[src/hdl/skt_pkg.sv]
// Package for the sorted key table: beat structs, operation and status codes,
// cell control struct and the key normalization function.
// No dependencies.
`default_nettype none

package skt_pkg;

  typedef struct packed {
    logic [2:0]  mode;
    logic [63:0] key;
    logic [15:0] payload;
    logic [5:0]  position;
  } in_beat_t;

  typedef struct packed {
    logic [1:0]  status;
    logic [5:0]  where;
    logic [15:0] found_payload;
    logic [5:0]  entries;
  } out_beat_t;

  // Operation codes carried in the mode field
  localparam logic [2:0] MODE_SORTED_INS = 3'd0;
  localparam logic [2:0] MODE_INDEX_INS  = 3'd1;
  localparam logic [2:0] MODE_APPEND     = 3'd2;
  localparam logic [2:0] MODE_INDEX_DEL  = 3'd3;
  localparam logic [2:0] MODE_KEY_DEL    = 3'd4;
  localparam logic [2:0] MODE_SEARCH     = 3'd5;

  // Status codes
  localparam logic [1:0] ST_DONE      = 2'd0;
  localparam logic [1:0] ST_FULL      = 2'd1;
  localparam logic [1:0] ST_BAD_INDEX = 2'd2;
  localparam logic [1:0] ST_NOT_FOUND = 2'd3;

  typedef enum logic [2:0] {
    OP_HOLD,
    OP_COMPARE,
    OP_SCAN,
    OP_INSERT,
    OP_DELETE
  } cell_op_t;

  typedef struct packed {
    cell_op_t op;
    logic     want_gt;  // compare for "stored key greater" instead of equality
  } cell_ctl_t;

  // Fold A..Z to lower case and clear every byte after the first zero byte,
  // so a plain unsigned compare orders keys case-insensitively.
  function automatic logic [63:0] norm_key(input logic [63:0] k);
    logic [63:0] r;
    logic        ended;
    logic [7:0]  c;
    r     = '0;
    ended = 1'b0;
    for (int i = 0; i < 8; i++) begin
      c = k[63-8*i -: 8];
      if (c >= 8'h41 && c <= 8'h5A) begin
        c = c + 8'h20;
      end
      if (ended) begin
        c = 8'h00;
      end
      if (c == 8'h00) begin
        ended = 1'b1;
      end
      r[63-8*i -: 8] = c;
    end
    return r;
  endfunction

endpackage

`default_nettype wire

[src/hdl/skt_cell.sv]
// One slot of the sorted key table: stored key and payload, compare flag,
// prefix-scan node and the shift logic toward both neighbors.
// Depends on skt_pkg.
`default_nettype none

module skt_cell
  import skt_pkg::*;
#(
  parameter int IDX = 0,
  parameter int CW  = 6,
  parameter int KW  = 64,
  parameter int PW  = 16,
  parameter int LVN = 6
) (
  input  wire logic                    clk,
  input  wire cell_ctl_t               ctl_i,
  input  wire logic [LVN-1:0]          lvl_oh_i,
  input  wire logic [CW-1:0]           p_i,
  input  wire logic [CW-1:0]           count_i,
  input  wire logic [KW-1:0]           key_in_i,
  input  wire logic [PW-1:0]           pay_in_i,
  input  wire logic [KW-1:0]           left_key_i,
  input  wire logic [PW-1:0]           left_pay_i,
  input  wire logic [KW-1:0]           right_key_i,
  input  wire logic [PW-1:0]           right_pay_i,
  input  wire logic [LVN-1:0][1+CW+PW-1:0] nbr_i,
  output logic [KW-1:0]                key_o,
  output logic [PW-1:0]                pay_o,
  output logic [1+CW+PW-1:0]           node_o
);

  localparam int            NW = 1 + CW + PW;
  localparam logic [CW-1:0] ME = CW'(IDX);

  logic [KW-1:0] key_r, key_nxt;
  logic [PW-1:0] pay_r, pay_nxt;
  logic [NW-1:0] node_r, node_nxt;
  logic [NW-1:0] nb;
  logic          flag;

  // neighbor at the distance of the current scan level
  always_comb begin
    nb = '0;
    for (int k = 0; k < LVN; k++) begin
      if (lvl_oh_i[k]) begin
        nb = nbr_i[k];
      end
    end
  end

  assign flag = (ME < count_i) &&
                (ctl_i.want_gt ? (key_r > key_in_i) : (key_r == key_in_i));

  always_comb begin
    key_nxt  = key_r;
    pay_nxt  = pay_r;
    node_nxt = node_r;
    unique case (ctl_i.op)
      OP_COMPARE: node_nxt = {flag, ME, pay_r};
      OP_SCAN: begin
        // earlier hit wins
        if (nb[NW-1]) begin
          node_nxt = nb;
        end
      end
      OP_INSERT: begin
        if (ME == p_i) begin
          key_nxt = key_in_i;
          pay_nxt = pay_in_i;
        end else if (ME > p_i) begin
          key_nxt = left_key_i;
          pay_nxt = left_pay_i;
        end
      end
      OP_DELETE: begin
        if (ME >= p_i) begin
          key_nxt = right_key_i;
          pay_nxt = right_pay_i;
        end
      end
      default: begin
      end
    endcase
  end

  always_ff @(posedge clk) begin
    key_r  <= key_nxt;
    pay_r  <= pay_nxt;
    node_r <= node_nxt;
  end

  assign key_o  = key_r;
  assign pay_o  = pay_r;
  assign node_o = node_r;

endmodule

`default_nettype wire

[config.mk]
export PLATFORM = sky130hd
export DESIGN_NAME = skt_cell
export DESIGN_NICKNAME = d
export VERILOG_FILES = /design/src/hdl/skt_pkg.sv /design/src/hdl/skt_cell.sv
export SDC_FILE = /design/constraint.sdc
export NUM_CORES = 1
export LEC_CHECK = 0
export BUFFER_PORTS_ARGS = -buffer_cell sky130_fd_sc_hd__buf_2
export CORE_AREA = 3 3 196 198
export DETAILED_ROUTE_END_ITERATION = 7
export DIE_AREA = 0 0 199 201
export SYNTH_ARGS = -nofsm -noshare
export SYNTH_HDL_FRONTEND = slang
export SYNTH_SLANG_ARGS = --single-unit
[constraint.sdc]
create_clock -name clk -period 11.37 [get_ports clk]
set_input_delay 1.137 -clock clk [delete_from_list [all_inputs] [get_ports clk]]
set_output_delay 1.137 -clock clk [all_outputs]
set_load 0.02 [all_outputs]
* Word-level counts from Yosys, hierarchy flattened
Cells that the tools add are included.
** Word-level totals
- Register bits after elaboration :: 103
- Memories kept :: 0
- Bits in writable memories :: 0
- Input port bits :: 401
- ROM bits :: 0
- Latch bits :: 0
** Operators by class
- Multiply operators :: 0
- Shifts and indexed selects :: 0
- $add $sub $neg :: 0
- Bitwise logic cells :: 0
- Order comparisons :: 4
- Multiplexer cells :: 17
- Equal/unequal tests :: 8
- Reduce and logical (&&, ||, !) cells :: 6
- Divide/modulo/power cells :: 0
** Operators by type and width (number)
- $mux W64 :: 3
- $mux W23 :: 7
- $pmux W64 S2 :: 1
- $eq A64 B64 Y1 :: 1
- $gt A64 B64 Y1 :: 1
- $mux W16 :: 3
- $pmux W23 S2 :: 1
- $pmux W16 S2 :: 1
- $eq A3 B2 Y1 const B :: 2
- $ge A1 B6 Y1 const A :: 1
- $gt A1 B6 Y1 const A :: 1
- $logic_not A6 Y1 :: 1
- $lt A1 B6 Y1 const A :: 1
- $ne A2 B2 Y1 const B :: 2
- $reduce_bool A2 Y1 :: 2
- $eq A3 B1 Y1 const B :: 1
- $eq A3 B3 Y1 const B :: 1
- $ne A3 B3 Y1 const B :: 1
- $reduce_and A3 Y1 :: 1
- $reduce_and A2 Y1 :: 1
- $logic_and A1 B1 Y1 :: 1
- $mux W1 :: 1

* Longest topological paths before layout
- Depth after elaboration :: 8
- Depth in mapped cells :: 9

* Worst setup path after synthesis
Ideal clock, no wire load.
- Kind :: in2reg
- Start :: input ctl_i[1] (netlist bit)
- End :: register key_r[0], in the netlist key_o[0], enable pin
- Buffers on the path :: 2
- Setup time :: 0.519 ns
- Arrival time :: 5.586 ns
- Stages on the path :: 5
- Setup slack :: 5.265 ns
- Cell sequence :: nor3b_1 -> clkbuf_1 -> clkbuf_1 -> nor2_1 -> nor2_1
** On the way
- Cells in the longest elaborated chain, start to end :: 3
** Ends and longest elaborated chain
- from (decl) :: line skt_cell.sv:16 : input wire cell_ctl_t ctl_i,
- $eq A3 B2 Y1 / $eq A3 B3 Y1 (equally long branches) :: line skt_cell.sv:58 : unique case (ctl_i.op)
- $ne A3 B3 Y1 (no source line), or another cell as far along
- $reduce_and A3 Y1 (no source line) (*)
- to (signal assigned) :: line skt_cell.sv:87 : key_r <= key_nxt;
- to (decl) :: line skt_cell.sv:35 : logic [KW-1:0] key_r, key_nxt;
Every way passes the cells marked *; elsewhere a longest branch is shown, timed or not.
A chain may end at the register's enable or synchronous reset.

* Worst setup path after layout
- Start :: input p_i[2]
- End :: register key_r[22], in the netlist key_o[22], enable pin
** On the way
- Cells in the longest elaborated chain, start to end :: 3
** Ends and longest elaborated chain
- from (decl) :: line skt_cell.sv:18 : input wire logic [CW-1:0] p_i,
- $gt A1 B6 Y1, or another cell as far along :: line skt_cell.sv:70 : end else if (ME > p_i) begin
- $ne A3 B3 Y1 (no source line) / $ne A2 B2 Y1 (equally long branches)
- $reduce_and A3 Y1 (no source line) (*)
Marked as above.

==> results.toml <==
[sta]
setup_ws_ns = 7.68
final.setup.tns_ns = 0
hold_violations = 0
fin_crit_ns = 3.69
hold_ws_ns = 0.596
finalClockSkew_ns = 0.00931
fmax_ghz = 0.271
fin_crit_sh = 0.325
grt_setup_unrepaired = "no"
setup_violations = 0
tightest_slew_ns = 0.960
maxSlewViolCount = 0
max-slew-margin-rel = 0.360

[route]
detail-route-antenna-nets = 0
vias_per_cell = 4.57
drc = 0
num_vias = 8509
wirelength_um = 32800
route.detailed.wl_per_inst_um = 17.6
drt-pass1-iter-count = 5
drt_iter0_drc = 370

[clocking]
cts_buffers = 9
h-tree-depth = 3
post_cts_buffers = 0
clkSinkCount = 103
cts_root_buffer = "clkbuf_16"
cts_hold_buf = 0
clock_path_buffers = 2
path_clk_slew_ns = 0.07
cts_resized = 0
clock_latency_ns = 0.36
cts_tree = "built"

[global_routing]
antenna_found_initial = 8
grt_pass1_wl_um = 47200
track_usage = 0.153
grt_max_degree = 91
grt_overflow = 0
grt_pass1_vias = 8494

[floorplan]
die_w_um = 199
dieArea_um2 = 40000
ios = 504
rows = 70
core_region_area_um2 = 36700
die_y_um = 201
start_util = 0.208

[logic_synthesis]
avgSynthCellArea_um2 = 8.24
synth_area_leader_cell = "edfxtp_1"
netlist_area_um2 = 7630
ys_ff_latch = 103
yosysWarnings = 0
synth_seq_area_share = 0.405
synth-async-reset-ratio = 0
synth.distinct_cells = 34
synth_ff_type = "edfxtp_1"
synth_edf_count = 103
ys_top_cells_by_area = "edfxtp_1 41%, ha_1 10%, a21oi_1 7.6%, o21ai_0 7.4%, nand2_1 6.2%"
syn-num-nets = 1391
synthCells = 926
synth_top_area_share = 0.405

[setup_path]
reg2reg_from = "key_o[61]$_DFFE_PP_"
cp-end-kind = "flip-flop"
critical_path_class = "input pin to flip-flop"
crit_fanout = 80
cp.arrival_ns = 3.67
startpoint_type = "input pin"
r2r_slack_ns = 8.39
crit_start = "p_i[2]"
reg2reg_depth = 7
required_ns = 11.35
endpoint = "key_o[22]$_DFFE_PP_"
r2r_end = "node_o[22]$_SDFFCE_PN1P_"

[finish]
syn_to_final_growth_pct = 42.4
nets = 1852
drive_above_1_share = 0.382
multi_input_area_um2 = 4080
fill_cells = 3974
regArea_um2 = 3090
fin_cells = 1863

[hold_path]
min_from = "pay_o[9]$_DFFE_PP_"
holdPathStages = 2
hp-class = "flip-flop to flip-flop"

[pwr]
p_leak_nw = 5.09
p_per_area_nw_per_um2 = 85.6
vdd_ir_drop_max_mv = 0.0807

[placement]
dp_slack_ns = 7.32
place_hpwl_um = 27300
place_congestion = 0.881
io_buffers = 503
placedCellCount = 1844

[run]
max_cap_violations = 0

[run_status]
outcome = "completed"
==> synth_stat cells, types with 2 or more instances <==
library cell / n
nand2_1: 126
a21oi_1: 116
o21ai_0: 113
edfxtp_1: 103
nor2_1: 98
inv_1: 67
ha_1: 64
clkbuf_1: 60
nor3_1: 39
nor2b_1: 24
a221oi_1: 22
mux2i_1: 21
a211oi_1: 19
nand4_1: 15
nand3_1: 6
a211o_1: 3
a21o_1: 3
nand3b_1: 3
nor3b_1: 3
nor4_1: 3
a31oi_1: 2
nand2b_1: 2
nand4_2: 2
or3_1: 2
==> power by group <==
group / total (mW) / switching [mW] / internal (mW) / leakage [nW]
Clock: 0.306 / 0.155 / 0.151 / 0.127
Sequential: 0.426 / 0.00158 / 0.424 / 0.913
Combinational: 0.198 / 0.105 / 0.0927 / 4.05
==> final cells by class <==
| type | instances | area share |
|---|---|---|
| Sequential cell | 103 | 0.285 |
| Inverter | 68 | 0.0235 |
| Timing Repair Buffer | 510 | 0.237 |
| Clock inverter | 5 | 0.00380 |
| Clock buffer | 11 | 0.0214 |
| Tap cell | 468 | 0.0539 |
| Multi-Input combinational cell | 695 | 0.376 |
| Antenna cell | 3 | 0.000691 |
==> logic make-up (layout without fill, tap and decap cells) <==
kind of cell / count (synthesis) / after routing / synth area share
and+or+nand+nor: 327 / 327 / 0.191
muxes: 21 / 21 / 0.0275
adders and majority gates: 64 / 64 / 0.105
AOI/OAI and AO/OA: 283 / 283 / 0.208
other: 0 / 3 / 0
DFF: 103 / 103 / 0.405
buffers and inverters: 128 / 594 / 0.0630
==> through the flow <==
stage	total power [mW]	util	instance area, um2
5_1_grt	0.988	0.296	10900
4_1_cts	0.950	0.296	10900
6_report	0.930	0.296	10900
3_5_place_dp	0.633	0.288	10600
3_3_place_gp	0.629	0.288	10600
2_1_floorplan	0.528	-	7630
==> sequential cells by signal, summed over array words and instances, names as in the netlist <==
signal	cells
node_o	23
pay_o	16
key_o	64
==> critical path: stages <==
cell and delay (ns):
buf_2 0.10, nor4_1 0.45, nand2_4 0.56, buf_4 0.57, nor2_4 0.18, buf_4 0.52
==> placed cells by master, fill, tap and decap left out, types with 3 or more instances in the layout <==
cell type and n:
nand4_1 15, nor2_1 97, nand3b_1 3, edfxtp_1 103, nand2_1 125, buf_2 503
nor2b_1 24, diode_2 3, nor3_1 39, inv_1 67, nand3_1 6, a21oi_1 115
a21o_1 3, mux2i_1 21, clkbuf_16 9, a211oi_1 19, a221oi_1 22, nor4_1 3
ha_1 64, o21ai_0 113, a211o_1 3, buf_4 7
==> worst min path at each step <==
stage | slack [ns] | to
after global placement | 0.55 | node_o[7]$_DFFE_PP_
after global routing | 0.65 | node_o[10]$_DFFE_PP_
final | 0.60 | node_o[9]$_DFFE_PP_
after CTS | 0.60 | node_o[9]$_DFFE_PP_
after floorplan | 0.67 | node_o[0]$_DFFE_PP_
after detailed placement | 0.58 | node_o[9]$_DFFE_PP_
==> routing by layer <==
layer	wire, um	GRT usage	vias up
li1	-	-	4242
met2	16500	0.278	364
met4	988	0.0557	6
met5	34	0	-
met3	2300	0.0339	44
met1	12900	0.175	3853
Note: power is estimated with default switching activity, not from simulation.
